## config.mk

```make
export PLATFORM = sky130hd
export DESIGN_NAME = packet_batch_validator_top
export DESIGN_NICKNAME = d
export VERILOG_FILES = /design/src/rtl/pbv_pkg.sv /design/src/rtl/pbv_front.sv /design/src/rtl/pbv_queue.sv /design/src/rtl/pbv_back.sv /design/src/rtl/packet_batch_validator_top.sv
export SDC_FILE = /design/constraint.sdc
export NUM_CORES = 1
export LEC_CHECK = 0
export BUFFER_PORTS_ARGS = -buffer_cell sky130_fd_sc_hd__buf_2
export CORE_MARGIN = 2
export CORE_UTILIZATION = 55
export DETAILED_ROUTE_END_ITERATION = 10
export PLACE_DENSITY = 0.74
export SETUP_SLACK_MARGIN = 0.05
export SYNTH_ARGS = -nofsm -noshare
export SYNTH_HDL_FRONTEND = slang
export SYNTH_SLANG_ARGS = --single-unit
```

## constraint.sdc

```tcl
create_clock -name clock -period 7.2 [get_ports clock]
set_clock_uncertainty 0.1 [all_clocks]
set_input_delay 0.72 -clock clock [delete_from_list [all_inputs] [get_ports clock]]
set_output_delay 0.72 -clock clock [all_outputs]
set_load 0.05 [all_outputs]
```

## src/rtl/pbv_pkg.sv

```systemverilog
// pbv_pkg: shared types and constants of the packet batch validator
// no dependencies; used by every module under rtl
package pbv_pkg;

   // build-time limits
   localparam logic [15:0] MAX_PACKETS           = 16'd64;
   localparam logic [15:0] MIN_PACKET_SIZE       = 16'd20;
   localparam logic [16:0] MAX_PACKET_SIZE       = 17'd65535;
   localparam logic [15:0] MAX_PACKET_SIZE_RESET = 16'hFFFF;

   // stream geometry
   localparam logic [31:0] HEADER_BYTES = 32'd8;
   localparam logic [31:0] POS_MAX      = 32'hFFFF_FFFF;
   localparam logic [32:0] OFFSET_MAX   = {33{1'b1}};

   // queue between front and back (depth of two or more)
   localparam int Q_DEPTH = 2;
   localparam int Q_PTR_W = $clog2(Q_DEPTH);
   localparam int Q_CNT_W = $clog2(Q_DEPTH + 1);

   // what a byte is, as the front sees it
   typedef enum logic [1:0] {
      KIND_SKIP   = 2'd0,
      KIND_HEADER = 2'd1,
      KIND_DESC   = 2'd2
   } kind_type;

   // result codes
   typedef enum logic [1:0] {
      STATUS_VALID       = 2'd0,
      STATUS_INVALID_ARG = 2'd1,
      STATUS_BAD_BATCH   = 2'd2
   } status_type;

   // one classified byte on its way from front to back
   typedef struct packed {
      logic [7:0]  data;
      kind_type    kind;
      logic [2:0]  idx;           // header byte or descriptor byte index
      logic        viol;          // violation found by the front
      logic        last;
      logic        short_stream;  // header or descriptors incomplete at last
      logic [31:0] position;      // byte count after this word
   } entry_type;

endpackage

```

## src/rtl/pbv_front.sv

```systemverilog
// pbv_front: accepts payload words, tracks position and descriptor walk,
// and classifies each word for the back end; uses pbv_pkg
module pbv_front (
   input  logic               clock,
   input  logic               reset,
   input  logic               req_valid,
   output logic               req_stall,
   input  logic [7:0]         req_data_byte,
   input  logic               req_last_byte,
   input  logic               q_full,
   output logic               q_push,
   output pbv_pkg::entry_type q_entry
);

   logic [31:0] pos_ff, pos_in;
   logic [15:0] count_ff, count_in;
   logic [2:0]  shift_ff, shift_in;
   logic [15:0] desc_num_ff, desc_num_in;
   logic [15:0] count_hi;

   // accept whenever the queue has room
   assign req_stall = q_full;
   assign q_push    = req_valid && !q_full;
   assign count_hi  = {req_data_byte, count_ff[7:0]};

   // classify the word and advance the walk
   always_comb begin
      pos_in      = pos_ff;
      count_in    = count_ff;
      shift_in    = shift_ff;
      desc_num_in = desc_num_ff;
      q_entry              = '0;
      q_entry.data         = req_data_byte;
      q_entry.kind         = pbv_pkg::KIND_SKIP;
      q_entry.last         = req_last_byte;
      if (pos_ff == pbv_pkg::POS_MAX) begin
         q_entry.viol = 1'b1;
      end else begin
         pos_in = pos_ff + 32'd1;
         if (pos_ff < pbv_pkg::HEADER_BYTES) begin
            q_entry.kind = pbv_pkg::KIND_HEADER;
            q_entry.idx  = pos_ff[2:0];
            case (pos_ff[2:0])
               3'd0: begin
                  count_in = {8'h00, req_data_byte};
               end
               3'd1: begin
                  count_in     = count_hi;
                  q_entry.viol = (count_hi == 16'd0) || (count_hi > pbv_pkg::MAX_PACKETS);
               end
               3'd2, 3'd3: begin
                  q_entry.viol = (req_data_byte != 8'h00);
               end
               default: begin
               end
            endcase
         end else if (desc_num_ff < count_ff) begin
            q_entry.kind = pbv_pkg::KIND_DESC;
            q_entry.idx  = shift_ff;
            shift_in     = shift_ff + 3'd1;
            if (shift_ff == 3'd7) begin
               desc_num_in = desc_num_ff + 16'd1;
            end
         end
      end
      q_entry.position     = pos_in;
      q_entry.short_stream = (pos_in < pbv_pkg::HEADER_BYTES) || (desc_num_in != count_in);
   end

   // walk state, cleared after the last word
   always_ff @(posedge clock) begin
      if (reset) begin
         pos_ff      <= '0;
         count_ff    <= '0;
         shift_ff    <= '0;
         desc_num_ff <= '0;
      end else if (q_push) begin
         if (req_last_byte) begin
            pos_ff      <= '0;
            count_ff    <= '0;
            shift_ff    <= '0;
            desc_num_ff <= '0;
         end else begin
            pos_ff      <= pos_in;
            count_ff    <= count_in;
            shift_ff    <= shift_in;
            desc_num_ff <= desc_num_in;
         end
      end
   end

endmodule

```

## src/rtl/pbv_queue.sv

```systemverilog
// pbv_queue: short queue of classified words between front and back
// uses pbv_pkg for the entry type and depth
module pbv_queue (
   input  logic               clock,
   input  logic               reset,
   input  logic               push,
   input  pbv_pkg::entry_type push_entry,
   output logic               full,
   input  logic               pop,
   output logic               head_valid,
   output pbv_pkg::entry_type head_entry
);

   pbv_pkg::entry_type              slot_ff [pbv_pkg::Q_DEPTH];
   logic [pbv_pkg::Q_PTR_W-1:0]     wr_ptr_ff, rd_ptr_ff;
   logic [pbv_pkg::Q_CNT_W-1:0]     cnt_ff;

   localparam logic [pbv_pkg::Q_PTR_W-1:0] PTR_LAST = pbv_pkg::Q_PTR_W'(pbv_pkg::Q_DEPTH - 1);
   localparam logic [pbv_pkg::Q_CNT_W-1:0] CNT_FULL = pbv_pkg::Q_CNT_W'(pbv_pkg::Q_DEPTH);

   assign full       = (cnt_ff == CNT_FULL);
   assign head_valid = (cnt_ff != '0);
   assign head_entry = slot_ff[rd_ptr_ff];

   // storage
   always_ff @(posedge clock) begin
      if (push) begin
         slot_ff[wr_ptr_ff] <= push_entry;
      end
   end

   // pointers and fill count
   always_ff @(posedge clock) begin
      if (reset) begin
         wr_ptr_ff <= '0;
         rd_ptr_ff <= '0;
         cnt_ff    <= '0;
      end else begin
         if (push) begin
            wr_ptr_ff <= (wr_ptr_ff == PTR_LAST) ? '0 : wr_ptr_ff + 1'b1;
         end
         if (pop) begin
            rd_ptr_ff <= (rd_ptr_ff == PTR_LAST) ? '0 : rd_ptr_ff + 1'b1;
         end
         if (push && !pop) begin
            cnt_ff <= cnt_ff + 1'b1;
         end else if (pop && !push) begin
            cnt_ff <= cnt_ff - 1'b1;
         end
      end
   end

   // never past full, never written when full, never read when empty
   a_cnt_bound: assert property (@(posedge clock) disable iff (reset)
      cnt_ff <= CNT_FULL) else $error("queue count beyond depth");
   a_no_overflow: assert property (@(posedge clock) disable iff (reset)
      !(push && full)) else $error("queue push while full");
   a_no_underflow: assert property (@(posedge clock) disable iff (reset)
      !(pop && !head_valid)) else $error("queue pop while empty");

endmodule

```

## src/rtl/pbv_back.sv

```systemverilog
// pbv_back: runs the header and descriptor checks on classified words,
// holds the size register and the result register; uses pbv_pkg
module pbv_back (
   input  logic               clock,
   input  logic               reset,
   input  logic               csr_valid,
   output logic               csr_ready,
   input  logic [15:0]        csr_data,
   input  logic               q_valid,
   input  pbv_pkg::entry_type q_entry,
   output logic               q_pop,
   output logic               rsp_valid,
   input  logic               rsp_stall,
   output logic [1:0]         rsp_status,
   output logic [6:0]         rsp_packet_count
);

   logic [15:0] max_size_ff;
   logic [15:0] count_ff, count_in;
   logic [31:0] desc_len_ff, desc_len_in;
   logic [32:0] offset_ff, offset_in;
   logic [31:0] held_ff, held_in;
   logic        viol_ff, viol_in;
   logic        rsp_valid_ff, rsp_valid_in;
   pbv_pkg::status_type status_ff, status_in;
   logic [6:0]  pcount_ff, pcount_in;
   logic [31:0] byte_ext;
   logic [4:0]  sh;
   logic [33:0] offset_sum;
   logic        finish;

   assign csr_ready = 1'b1;
   assign byte_ext  = {24'h000000, q_entry.data};
   assign sh        = {q_entry.idx[1:0], 3'b000};

   // a last word waits until the result register is free
   assign q_pop  = q_valid && (!q_entry.last || !rsp_valid_ff || !rsp_stall);
   assign finish = q_pop && q_entry.last;

   // checks for one word
   always_comb begin
      count_in    = count_ff;
      desc_len_in = desc_len_ff;
      offset_in   = offset_ff;
      held_in     = held_ff;
      viol_in     = viol_ff | q_entry.viol;
      offset_sum  = '0;
      case (q_entry.kind)
         pbv_pkg::KIND_HEADER: begin
            case (q_entry.idx)
               3'd0: count_in = {8'h00, q_entry.data};
               3'd1: count_in = {q_entry.data, count_ff[7:0]};
               3'd4: desc_len_in = byte_ext;
               3'd5, 3'd6: desc_len_in = desc_len_ff | (byte_ext << sh);
               3'd7: begin
                  desc_len_in = desc_len_ff | (byte_ext << sh);
                  if (desc_len_in != {13'h0000, count_ff, 3'b000}) begin
                     viol_in = 1'b1;
                  end
                  offset_in = 33'd8 + {1'b0, desc_len_in};
               end
               default: begin
               end
            endcase
         end
         pbv_pkg::KIND_DESC: begin
            held_in = (q_entry.idx[1:0] == 2'd0) ? byte_ext : held_ff | (byte_ext << sh);
            if (q_entry.idx == 3'd3) begin
               if ({1'b0, held_in} != offset_ff) begin
                  viol_in = 1'b1;
               end
            end else if (q_entry.idx == 3'd7) begin
               if (held_in < {16'h0000, pbv_pkg::MIN_PACKET_SIZE} ||
                   held_in > {16'h0000, max_size_ff}) begin
                  viol_in = 1'b1;
               end
               offset_sum = {1'b0, offset_ff} + {2'b00, held_in};
               offset_in  = offset_sum[33] ? pbv_pkg::OFFSET_MAX : offset_sum[32:0];
            end
         end
         default: begin
         end
      endcase
   end

   // verdict at the last word
   always_comb begin
      status_in = pbv_pkg::STATUS_VALID;
      pcount_in = count_in[6:0];
      if (max_size_ff < pbv_pkg::MIN_PACKET_SIZE ||
          {1'b0, max_size_ff} > pbv_pkg::MAX_PACKET_SIZE) begin
         status_in = pbv_pkg::STATUS_INVALID_ARG;
         pcount_in = '0;
      end else if (viol_in || q_entry.short_stream ||
                   offset_in != {1'b0, q_entry.position}) begin
         status_in = pbv_pkg::STATUS_BAD_BATCH;
         pcount_in = '0;
      end
   end

   // result register handshake
   always_comb begin
      rsp_valid_in = rsp_valid_ff && rsp_stall;
      if (finish) begin
         rsp_valid_in = 1'b1;
      end
   end

   // size register
   always_ff @(posedge clock) begin
      if (reset) begin
         max_size_ff <= pbv_pkg::MAX_PACKET_SIZE_RESET;
      end else if (csr_valid && csr_ready) begin
         max_size_ff <= csr_data;
      end
   end

   // check state, cleared after the last word
   always_ff @(posedge clock) begin
      if (reset) begin
         count_ff    <= '0;
         desc_len_ff <= '0;
         offset_ff   <= '0;
         held_ff     <= '0;
         viol_ff     <= 1'b0;
      end else if (q_pop) begin
         if (q_entry.last) begin
            count_ff    <= '0;
            desc_len_ff <= '0;
            offset_ff   <= '0;
            held_ff     <= '0;
            viol_ff     <= 1'b0;
         end else begin
            count_ff    <= count_in;
            desc_len_ff <= desc_len_in;
            offset_ff   <= offset_in;
            held_ff     <= held_in;
            viol_ff     <= viol_in;
         end
      end
   end

   // result word
   always_ff @(posedge clock) begin
      if (reset) begin
         rsp_valid_ff <= 1'b0;
      end else begin
         rsp_valid_ff <= rsp_valid_in;
      end
   end

   always_ff @(posedge clock) begin
      if (finish) begin
         status_ff <= status_in;
         pcount_ff <= pcount_in;
      end
   end

   assign rsp_valid        = rsp_valid_ff;
   assign rsp_status       = status_ff;
   assign rsp_packet_count = pcount_ff;

   // a good batch carries a count in range, any other carries zero
   a_good_count: assert property (@(posedge clock) disable iff (reset)
      (rsp_valid_ff && status_ff == pbv_pkg::STATUS_VALID) |->
      (pcount_ff != 7'd0 && {9'h000, pcount_ff} <= pbv_pkg::MAX_PACKETS))
      else $error("good batch with count out of range");
   a_bad_count: assert property (@(posedge clock) disable iff (reset)
      (rsp_valid_ff && status_ff != pbv_pkg::STATUS_VALID) |-> pcount_ff == 7'd0)
      else $error("failed batch with nonzero count");
   a_clear_after_last: assert property (@(posedge clock) disable iff (reset)
      finish |=> (!viol_ff && offset_ff == '0 && count_ff == '0))
      else $error("check state not cleared after last word");

endmodule

```

## src/rtl/packet_batch_validator_top.sv

```systemverilog
// packet_batch_validator_top: streaming packet-batch payload checker
// depends on pbv_pkg, pbv_front, pbv_queue and pbv_back
//
//   channel | handshake             | fields                        | dir
//   req     | req_valid req_stall   | req_data_byte req_last_byte   | in
//   rsp     | rsp_valid rsp_stall   | rsp_status rsp_packet_count   | out
//   csr     | csr_valid csr_ready   | csr_data                      | in
//
// one payload word per cycle while req_stall is low; the result register loads when
// the back end pops the last word from the queue, after any words queued ahead of it
// reset is synchronous and active high; the size register resets to 65535
// a stalled result holds back only the last word of the next payload; other
// words keep flowing, and the two-entry queue stalls req when it fills
// csr_ready is always high; write the register only while the block is idle
module packet_batch_validator_top (
   input  logic        clock,
   input  logic        reset,
   input  logic        req_valid,
   output logic        req_stall,
   input  logic [7:0]  req_data_byte,
   input  logic        req_last_byte,
   output logic        rsp_valid,
   input  logic        rsp_stall,
   output logic [1:0]  rsp_status,
   output logic [6:0]  rsp_packet_count,
   input  logic        csr_valid,
   output logic        csr_ready,
   input  logic [15:0] csr_data
);

   logic               q_full, q_push, q_pop, q_valid;
   pbv_pkg::entry_type push_entry, head_entry;

   // classify incoming words
   pbv_front u_front (
      .clock         (clock),
      .reset         (reset),
      .req_valid     (req_valid),
      .req_stall     (req_stall),
      .req_data_byte (req_data_byte),
      .req_last_byte (req_last_byte),
      .q_full        (q_full),
      .q_push        (q_push),
      .q_entry       (push_entry)
   );

   // decouple front and back
   pbv_queue u_queue (
      .clock      (clock),
      .reset      (reset),
      .push       (q_push),
      .push_entry (push_entry),
      .full       (q_full),
      .pop        (q_pop),
      .head_valid (q_valid),
      .head_entry (head_entry)
   );

   // checks and result
   pbv_back u_back (
      .clock            (clock),
      .reset            (reset),
      .csr_valid        (csr_valid),
      .csr_ready        (csr_ready),
      .csr_data         (csr_data),
      .q_valid          (q_valid),
      .q_entry          (head_entry),
      .q_pop            (q_pop),
      .rsp_valid        (rsp_valid),
      .rsp_stall        (rsp_stall),
      .rsp_status       (rsp_status),
      .rsp_packet_count (rsp_packet_count)
   );

endmodule

```

==> flow_summary.yaml, run 1 <==
floorplanning:
  die_h_um: 197
  fp.dieW_um: 197
  io_pins: 42
  initial_core_util_pct: 55.9
  core.rowCount: 70
  die_area_um2: 38800
  core_um2: 36700
placement:
  place.gp.congestion: 1.05
  port_buffers: 40
  dp_cells: 2819
  dp_hpwl_um: 56200
  place_ws_ns: 0.609
sta:
  setup_viol: 0
  rsz0062_at_grt: "false"
  fin_setup_tns_ns: 0
  worst_slew_pin_slew_ns: 1.27
  fmax_mhz: 145
  drv_slew: 0
  slew-limit-headroom_pct: 15.4
  min_period_ns: 6.92
  setup_ws_ns: 0.284
  fin_crit_sh_pct: 96.1
  final_hold_viol_count: 0
finish:
  num_antenna_cells: 0
  nets: 2495
  final_cell_mix: "314 x nor2_1, 202 x dfxtp_1, 173 x a21oi_1, 152 x nand2_1, 133 x o21ai_0"
  fillCellCount: 3223
  area_delta_synth_final_pct: 8.04
  layout_commonest_cell: "nor2_1"
  fin_cells: 2882
  drive_gt1_share_pct: 9.24
synthesis:
  yosys_warnings: 0
  synth_edf_count: 105
  ys_ff_latch: 308
  synth_cells: 2435
  seq_area_frac_synth_pct: 35.2
  synth_area_leaders: "dfxtp_1 20%, edfxtp_1 15%, nor2_1 5.8%, ha_1 4.6%, a21oi_1 4.2%"
  synth.avg_cell_area_um2: 8.42
  synth_largest_area_cell: "dfxtp_1"
  synth_cell_types: 90
  synthArstFlopShare_pct: 0
  synthesis.area_um2: 20500
  synth_ff_type: "dfxtp_1"
  synth_top_area_share_pct: 19.8
  syn-num-nets: 2542
global_route:
  grt_max_degree: 88
  antenna_found_initial: 1
  grt_pass1_wl_um: 113000
  overflow: 0
  grt_pass1_vias: 18800
  grt_util_all_layers_pct: 38.4
power:
  clkPwrFrac_pct: 28.0
  total_power_mw: 6.54
  power.share.combinational_pct: 39.0
  p_sw_share_pct: 41.8
  p_switching_mw: 2.73
  p_leak_nw: 8.35
  cellPowerDensity_nw_per_um2: 295
  max-vdd-ir-drop_uv: 293
  intPower_mw: 3.80
  seq_power_share_pct: 33.0
route:
  drtIter0Drc: 2554
  drc: 0
  ant_nets: 0
  avgViaCountPerCell: 7.00
  routedWlPerCell_um: 26.1
  drt_first_pass_iters: 6
  wl_um: 75400
  num_vias: 20200
clock_network:
  postCtsSetupBuffers: 0
  cts_buffer_depth: 3
  cts_tree: "yes"
  numClockSinks: 308
  clockRootBuffer: "clkbuf_16"
  numCtsBuffers: 35
  clkLatencyLatePin_ns: 0.57
  postCtsResizedCells: 0
  htreeDepth: 2
  clk_pin_slew_ns: 0.06
  cts_hold_buffers: 0
worst_setup_path:
  startpoint_type: "register"
  cp-end-kind: "register"
  crit_type: "register to register"
  crit_required_ns: 7.41
  r2r_end: "u_back.rsp_status[1]"
  worst-endpoint-arrival_ns: 7.13
  worst-r2r-setup-slack_ns: 0.28
  crit_path_max_fanout: 42
  ff2ff_path_depth: 17
worst_hold_path:
  min_from: "csr_data[7]"
  min_to: "u_back.max_size_ff[7]"
  hold_depth: 3
  hp-class: "input pin to register"
run_status:
  status: "finished clean"
job:
  cap_violations: 0
[per-stage QoR]
| stage | cell area, µm² | hold WS, ns | utilization (%) |
|---|---|---|---|
| 2_1_floorplan | 20500 | 0.337 | - |
| 3_3_place_gp | 21000 | 0.346 | 57.2 |
| 3_5_place_dp | 21000 | 0.359 | 57.2 |
| 4_1_cts | 22100 | 0.265 | 60.4 |
| 5_1_grt | 22100 | 0.280 | 60.4 |
| 6_report | 22100 | 0.280 | 60.4 |
[worst max-delay path, stage by stage (launching register included)]
cell	delay [ns]
dfxtp_4	0.67
nor3_2	0.13
nor2_2	0.59
buf_4	0.34
o21a_1	0.29
ha_1	0.36
a21o_1	0.23
a31oi_1	0.17
o31ai_1	0.14
a21o_1	0.27
o21bai_4	0.51
nand2_1	0.43
a2111oi_0	0.50
nand4_1	0.15
nor4_1	0.48
nand4_1	0.16
or4b_1	0.82
o21a_1	0.29
[registers in the layout, indices dropped and copies added (netlist names), 7 cells and up, named ones only]
signal / cells
u_back.held_ff: 32
u_front.count_ff: 16
u_front.pos_ff: 32
u_queue.slot_ff: 96
u_back.count_ff: 16
u_back.offset_ff: 33
u_back.desc_len_ff: 32
u_front.desc_num_ff: 16
u_back.rsp_packet_count: 7
u_back.max_size_ff: 16
[Yosys cell counts (all sizes together), types with 20 or more instances]
library cell,number
a21o,44
a21oi,174
a221o,24
a221oi,22
a22o,30
a22oi,112
a31oi,22
and2,21
and3,37
buf,33
clkbuf,142
dfxtp,203
edfxtp,105
ha,76
inv,57
mux2i,56
nand2,152
nand3,51
nand4,53
nor2,318
nor3,54
nor3b,21
nor4,54
o211ai,34
o21a,22
o21ai,141
or3,20
xnor2,67
xor2,61
[power groups by stage]
stage / registers (mW) / logic, mW / clock network [mW]
finish: 2.16 / 2.55 / 1.83
global route: 2.17 / 2.67 / 1.91
global placement: 2.17 / 2.43 / 0
floorplan: 2.12 / 1.62 / 0
CTS: 2.15 / 2.45 / 1.84
detailed placement: 2.18 / 2.44 / 0
[how the worst max path moves through the flow]
stage,to,cells after the start
2_1_floorplan,u_back.rsp_status[1],25
3_3_place_gp,u_back.rsp_status[1],17
3_5_place_dp,u_back.rsp_status[1],17
4_1_cts,u_back.rsp_status[1],17
5_1_grt,u_back.rsp_packet_count[3],17
6_report,u_back.rsp_status[1],17
[cell families after synthesis]
kind of cell,share of synthesized area [%]
AND/OR/NAND/NOR,20.5
AO/OA/AOI/OAI,25.6
flip-flops,35.2
buffers and inverters,4.59
XOR/XNOR,5.58
adder cells (fa/ha/maj),4.74
multiplexers,3.78
other,0.0183
[metal layers]
layer	up-vias	wire, µm	GRT usage [%]
met5	-	0	0
met4	0	4490	19.9
met3	256	7950	7.87
met2	1243	32900	59.4
met1	9607	30000	50.9
li1	9062	-	-
[final cells by class]
type	instances	area (µm²)	share of cell area [%]
clock inverter	23	255	1.15
sequential	308	7220	32.6
timing repair buffer	91	586	2.64
inverter	61	229	1.03
tap	468	586	2.64
multi-input combinational	1891	12400	55.9
clock buffer	40	895	4.04
No activity file was read; power rests on OpenSTA's default activity.
==> run 2: changes to the inputs <==
--- a/config.mk
+++ b/config.mk
@@ -8,6 +8,7 @@
 export BUFFER_PORTS_ARGS = -buffer_cell sky130_fd_sc_hd__buf_2
 export CORE_MARGIN = 2
 export CORE_UTILIZATION = 55
+export CTS_BUF_LIST = sky130_fd_sc_hd__clkbuf_16
 export DETAILED_ROUTE_END_ITERATION = 10
 export PLACE_DENSITY = 0.74
 export SETUP_SLACK_MARGIN = 0.05
==> flow_summary.yaml, run 2 (same netlist as run 1, synthesis figures left out) <==
worst_setup_path:
  crit_type: "register to register"
  crit_path_max_fanout: 42
  crit_required_ns: 7.41
  cp-end-kind: "register"
  ff2ff_path_depth: 17
  worst-endpoint-arrival_ns: 7.03
  worst-r2r-setup-slack_ns: 0.38
  startpoint_type: "register"
  r2r_end: "u_back.rsp_status[1]"
finish:
  num_antenna_cells: 0
  fin_cells: 2882
  nets: 2495
  regMostFlops: "u_queue.slot_ff"
  largest_register_ff_count: 96
  layout_commonest_cell: "nor2_1"
  final_cell_mix: "314 x nor2_1, 202 x dfxtp_1, 173 x a21oi_1, 152 x nand2_1, 133 x o21ai_0"
  area_delta_synth_final_pct: 8.04
  drive_gt1_share_pct: 9.24
  reg.largest.list: "u_queue.slot_ff: 96 flops, u_back.offset_ff: 33 flops"
clock_network:
  clkLatencyLatePin_ns: 0.57
  cts_tree: "yes"
  clk_pin_slew_ns: 0.06
  numCtsBuffers: 35
  clockRootBuffer: "clkbuf_16"
  cts_hold_buffers: 0
  postCtsSetupBuffers: 0
  numClockSinks: 308
  htreeDepth: 2
  postCtsResizedCells: 0
  cts_buffer_depth: 3
floorplanning:
  initial_core_util_pct: 55.9
  die_area_um2: 38800
  io_pins: 42
  die_h_um: 197
  core.rowCount: 70
  fp.dieW_um: 197
  core_um2: 36700
power:
  cellPowerDensity_nw_per_um2: 295
  p_leak_nw: 8.37
  max-vdd-ir-drop_uv: 292
sta:
  min_period_ns: 6.82
  slew-limit-headroom_pct: 14.9
  setup_ws_ns: 0.385
  final_hold_viol_count: 0
  fin_setup_tns_ns: 0
  fin_crit_sh_pct: 94.7
  worst_slew_pin_slew_ns: 1.28
  setup_viol: 0
  fmax_mhz: 147
  drv_slew: 0
  whs_ns: 0.276
  rsz0062_at_grt: "false"
route:
  avgViaCountPerCell: 6.98
  wl_um: 75100
  drc: 0
  drt_first_pass_iters: 8
  drtIter0Drc: 2725
  num_vias: 20100
  routedWlPerCell_um: 26.1
  ant_nets: 0
placement:
  dp_hpwl_um: 56200
  port_buffers: 40
  place.gp.congestion: 1.05
  place_ws_ns: 0.609
  dp_cells: 2819
global_route:
  grt_util_all_layers_pct: 38.4
  grt_pass1_wl_um: 113000
  antenna_found_initial: 1
  grt_pass1_vias: 18800
  overflow: 0
  grt_max_degree: 88
worst_hold_path:
  hold_depth: 3
  min_to: "u_back.max_size_ff[7]"
  min_from: "csr_data[7]"
  hp-class: "input pin to register"
run_status:
  status: "finished clean"
job:
  cap_violations: 0
-- run 2: worst max path at each step --
stage / endpoint / cells past startpoint / startpoint
5_1_grt: u_back.rsp_packet_count[3] / 17 / register
4_1_cts: u_back.rsp_status[1] / 17 / register
2_1_floorplan: u_back.rsp_status[1] / 25 / register
3_3_place_gp: u_back.rsp_status[1] / 17 / register
6_report: u_back.rsp_status[1] / 17 / register
3_5_place_dp: u_back.rsp_status[1] / 17 / register
-- run 2: worst max-delay path, stage by stage (launching register included) --
cell and delay (ns):
dfxtp_4 0.67, nor3_2 0.13, nor2_2 0.58, buf_4 0.34
o21a_1 0.30, ha_1 0.36, a21o_1 0.23, a31oi_1 0.17
o31ai_1 0.14, a21o_1 0.27, o21bai_4 0.50, nand2_1 0.43
a2111oi_0 0.47, nand4_1 0.15, nor4_1 0.44, nand4_1 0.14
or4b_1 0.82, o21a_1 0.29
-- run 2: routing by layer --
layer  vias to the layer above  routed length [µm]  track usage [%]
li1                       9059                   -                -
met1                      9513               29200             50.9
met2                      1271               32600             59.4
met3                       268                8670             7.87
met4                         0                4700             19.9
met5                         -                   0                0
-- run 2: report_power, final --
part / switching, mW / internal, mW
registers: 0.186 / 1.97
logic: 1.77 / 0.778
clock network: 0.778 / 1.04
total: 2.73 / 3.80
-- run 2: area by class of cell --
class / instances / area (µm²)
inverters: 61 / 229
repair buffers: 91 / 586
fillers: 3223 / 14600
clock buffers: 35 / 876
multi-input cells: 1891 / 12400
flip-flops and latches: 308 / 7220
clock inverters: 28 / 274
well taps: 468 / 586
-- run 2: metrics by stage --
stage | power (mW) | cell area [µm²] | util, %
CTS | 6.44 | 22100 | 60.4
finish | 6.53 | 22100 | 60.4
floorplan | 3.75 | 20500 | -
global placement | 4.61 | 21000 | 57.2
detailed placement | 4.62 | 21000 | 57.2
global route | 6.75 | 22100 | 60.4
